<file path="config.mk">
export PLATFORM = sky130hd
export DESIGN_NAME = mpbcs_alu
export DESIGN_NICKNAME = d
export VERILOG_FILES = /design/src/sv/multi_pass_best_candidate_select_core_macros.svh /design/src/sv/mpbcs_pkg.sv /design/src/sv/mpbcs_alu.sv
export SDC_FILE = /design/constraint.sdc
export NUM_CORES = 1
export LEC_CHECK = 0
export ABC_CLOCK_PERIOD_IN_PS = 8800
export BUFFER_PORTS_ARGS = -buffer_cell sky130_fd_sc_hd__buf_2
export CAP_MARGIN = 20
export CORE_MARGIN = 2
export CORE_UTILIZATION = 54
export DETAILED_ROUTE_END_ITERATION = 12
export PLACE_DENSITY = 0.86
export SKIP_LAST_GASP = 1
export SYNTH_ARGS = -nofsm -noshare
export SYNTH_HDL_FRONTEND = slang
export SYNTH_SLANG_ARGS = --single-unit
</file>
<file path="constraint.sdc">
create_clock -name vclk -period 8.8
set_input_delay 1.76 -clock vclk [all_inputs]
set_output_delay 1.76 -clock vclk [all_outputs]
set_load 0.1 [all_outputs]
</file>
<file path="src/sv/multi_pass_best_candidate_select_core_macros.svh">
// Assertion macros shared by the best candidate select RTL.
`ifndef MULTI_PASS_BEST_CANDIDATE_SELECT_CORE_MACROS_SVH
`define MULTI_PASS_BEST_CANDIDATE_SELECT_CORE_MACROS_SVH

`ifndef SYNTHESIS

`define MPBCS_ASSERT(name, prop, msg) \
  name: assert property (@(posedge clk) disable iff (rst) prop) else $error(msg);

`define MPBCS_ASSERT_NEVER(name, cond, msg) \
  name: assert property (@(posedge clk) disable iff (rst) !(cond)) else $error(msg);

`else

`define MPBCS_ASSERT(name, prop, msg)

`define MPBCS_ASSERT_NEVER(name, cond, msg)

`endif

`endif

</file>
<file path="src/sv/mpbcs_pkg.sv">
// Types and constants of the best candidate select core.
`default_nettype none

package mpbcs_pkg;

  localparam int STORE_W = 56;
  localparam int THR_W   = 48;
  localparam int PROD_W  = 48;
  localparam int RAW_W   = 32;
  localparam int WGT_W   = 16;
  localparam int CAND_W  = 6;
  localparam int PASS_W  = 2;
  localparam int CNT_W   = 7;
  localparam int PCNT_W  = 3;
  localparam int NUM_THR = 4;
  localparam int DATA_W  = 64;
  localparam int ADDR_W  = 6;

  typedef enum logic [2:0] {
    REG_PASS_COUNT = 3'd0,
    REG_THR0       = 3'd1,
    REG_THR1       = 3'd2,
    REG_THR2       = 3'd3,
    REG_THR3       = 3'd4
  } reg_idx_t;

  typedef enum logic [3:0] {
    ST_CLEAR,
    ST_IDLE,
    ST_LOAD_WR,
    ST_FIND_RD,
    ST_FIND_EV,
    ST_FIND_END,
    ST_PRUNE_RD,
    ST_PRUNE_EV,
    ST_PRUNE_END
  } state_t;

  typedef enum logic [1:0] {
    ALU_ACC,
    ALU_GT,
    ALU_GAP
  } alu_op_t;

  typedef struct packed {
    logic [STORE_W-1:0] sum;
    logic               gt;
    logic               exceed;
  } alu_res_t;

endpackage

`default_nettype wire

</file>
<file path="src/sv/mpbcs_alu.sv">
// Shared 56-bit add/subtract unit: saturating accumulate, compare, gap test.
`default_nettype none

module mpbcs_alu (
  input  wire mpbcs_pkg::alu_op_t                 op,
  input  wire logic [mpbcs_pkg::STORE_W-1:0]      a,
  input  wire logic [mpbcs_pkg::STORE_W-1:0]      b,
  input  wire logic [mpbcs_pkg::THR_W-1:0]        thr,
  output mpbcs_pkg::alu_res_t                     res
);

  localparam int W = mpbcs_pkg::STORE_W;

  logic [W:0] a_ext;
  logic [W:0] b_ext;
  logic [W:0] raw;
  logic       cin;

  always_comb begin
    a_ext = {a[W-1], a};
    cin   = (op != mpbcs_pkg::ALU_ACC);
    b_ext = cin ? ~{b[W-1], b} : {b[W-1], b};
    raw   = a_ext + b_ext + (W+1)'(cin);
    if (raw[W] != raw[W-1]) begin
      res.sum = raw[W] ? {1'b1, {(W-1){1'b0}}} : {1'b0, {(W-1){1'b1}}};
    end else begin
      res.sum = raw[W-1:0];
    end
    res.gt     = !raw[W] && (raw != '0);
    res.exceed = raw > (W+1)'(thr);
  end

endmodule

`default_nettype wire

</file>
==> impl_metrics.py <==
metrics = {
    "logic_synthesis": {
        "synth_area_mm2": 0.00620,
        "synth_area_per_cell_um2": 6.56,
        "synth_cells": 945,
        "yosysTopAreaCell": "ha_1",
        "synth_top_area_share": 0.212,
        "syn_nets": 1213,
        "seq_area_frac_synth": 0,
        "ys_warn_count": 0,
        "synthTopCellsByArea": "ha_1, xnor2_1, nand2_1",
        "synthDistinctLibCells": 72,
    },
    "drt": {
        "routed_wl_mm": 23.1,
        "first_pass_iters": 6,
        "detail_route.iter0.violations": 922,
        "viasPerCell": 6.28,
        "ant_nets": 0,
        "drc_errors": 0,
        "avgRoutedWirePerCell_um": 17.7,
        "num_vias": 8187,
    },
    "critical_path": {
        "worstSetupEndpoint": "res[0]",
        "required_ns": 7.04,
        "cp-start-kind": "primary input",
        "path_class": "primary input to primary output",
        "crit_arrival_ns": 6.83,
        "end_kind": "primary output",
        "setup.worst_path.start": "op[1]",
        "path_max_fanout": 33,
    },
    "sta": {
        "relSlewSlack": 0.491,
        "drv_slew": 0,
        "finalCriticalPeriod_ns": 8.59,
        "hold_viol": 0,
        "worst_slack_ns": 0.209,
        "setup_violations": 0,
        "clock.fmax_ghz": 0.116,
        "finalCritPeriodShare": 0.976,
        "worst_slew_pin_slew_ns": 0.759,
    },
    "job": {
        "maxCapViolations": 0,
    },
    "die": {
        "fp-row-count": 39,
        "die_w_um": 111,
        "initial_utilization": 0.548,
        "io-pin-count": 220,
        "core_area_mm2": 0.0113,
        "dieArea_mm2": 0.0124,
        "die_y_um": 111,
    },
    "status": {
        "outcome": "complete, no violations",
    },
    "finish": {
        "diodes": 0,
        "multiInputGateArea_mm2": 0.00597,
        "nets": 1431,
        "postLayoutCoreUtil": 0.770,
        "clkbuf_count": 0,
        "area_growth_pct": 40.5,
        "layout-drive-gt1-share": 0.284,
        "nFillCells": 843,
        "layout_common_cells": "buf_2, nand2_1, ha_1, inv_1, xnor2_1",
        "final_common_cell": "buf_2",
        "seq_cell_count": 0,
        "seqCellArea_um2": 0,
    },
    "global_route": {
        "grt_use_total": 0.345,
        "first_global_vias": 7877,
        "antenna_found_initial": 0,
        "grt_max_degree": 34,
        "grt-ovfl-total": 0,
        "grt_pass1_wl_mm": 36.5,
    },
    "pwr": {
        "sequentialPowerShare": 0,
        "power_density_mw_per_mm2": 371,
        "p_leak_nw": 4.26,
        "netSwitchingFraction": 0.665,
        "power_switching_mw": 2.15,
        "clkPwrFrac": 0,
        "cellInternalPower_mw": 1.08,
        "comb_power_share": 1.000,
        "ir_drop_v": 0.000454,
    },
    "clocking": {
        "cts_setup_buffers": 0,
    },
    "place": {
        "hpwl_mm": 19.7,
        "place_ws_ns": 0.204,
        "gp_congestion": 1.10,
        "io_buffers": 220,
    },
    "worst_hold_path": {
        "hold_path_class": "primary input to primary output",
    },
}
-- per-stage QoR --
stage                     total power, mW  cells  cell area [um2]  setup TNS, ns  hold slack (ns)
after floorplan                      2.09    945             6410          -4.96             3.92
after global placement               3.15   1304             8650              0             4.16
after detailed placement             3.19   1304             8650              0             4.16
after CTS                            3.20   1304             8650              0             4.17
after global routing                 3.34   1304             8710       -0.00274             4.21
final                                3.24   1304             8710              0             4.18
-- worst max-delay path, stage by stage --
cell,delay (ns)
buf_2,0.12
nor2_4,0.16
buf_12,0.25
xnor2_1,0.10
ha_1,0.46
nand2_1,0.18
or2_1,0.30
nor3_1,0.48
o21ai_0,0.28
a211oi_1,0.60
ha_1,0.37
nor2b_1,0.13
o21ai_0,0.18
nand2b_1,0.09
a21oi_1,0.13
o21ai_0,0.10
a21o_1,0.17
a211o_1,0.30
o41ai_1,0.31
a41oi_2,0.07
buf_4,0.26
-- final cells by class --
cell class | count | area share
multi-input combinational | 817 | 0.686
timing repair buffer | 261 | 0.258
inverter | 83 | 0.0358
tap | 143 | 0.0205
-- logic make-up after synthesis --
group | share of synthesized area
AND/OR/NAND/NOR | 0.242
AO/OA/AOI/OAI | 0.323
buffers and inverters | 0.0819
adder cells (fa/ha/maj) | 0.215
XOR/XNOR | 0.131
multiplexers | 0.00666
-- layer usage --
layer | GRT usage | share of wire | vias to the layer above
li1 | - | - | 3844
met1 | 0.437 | 0.39 | 3635
met2 | 0.606 | 0.47 | 613
met3 | 0.0405 | 0.098 | 95
met4 | 0.116 | 0.039 | 0
met5 | 0 | 0 | -
-- Yosys cell counts (6+ instances only) --
library cell and number:
nand2_1 114, ha_1 105, inv_1 83, a21oi_1 81, xnor2_1 79, o21ai_0 67, nor2_1 57, a21o_1 48
nand4_1 36, clkbuf_1 33, nor3_1 29, o21a_1 14, xor2_1 14, nand3_1 13, a211oi_1 12, buf_2 10
nand2b_1 10, o21bai_1 9, and2_1 8, o31ai_1 8, a31oi_1 7, nor4_1 7, o211ai_1 7, o21ai_1 7
a211o_1 6, nor2b_1 6, or3_1 6
-- power groups by stage --
stage	Clock [mW]	Combinational [mW]	Sequential (mW)
3_3_place_gp	0	3.15	0
5_1_grt	0	3.34	0
6_report	0	3.24	0
4_1_cts	0	3.20	0
3_5_place_dp	0	3.19	0
2_1_floorplan	0	2.09	0
-- what timing repair did --
item,4_1_cts,5_1_grt
hold buffers,0,0
hold endpoints to repair,0,0
endpoints found under the setup margin,0,1
gates resized for setup,0,14
-- how the worst min path moves through the flow --
stage | startpoint | end | slack, ns | depth (start not counted)
floorplan | b[0] | res[2] | 3.92 | 2
global placement | b[0] | res[2] | 4.16 | 4
detailed placement | a[0] | res[2] | 4.16 | 4
CTS | a[0] | res[2] | 4.17 | 4
global route | a[0] | res[2] | 4.21 | 4
finish | a[0] | res[2] | 4.18 | 4
No activity file was read; power rests on OpenSTA's default activity.
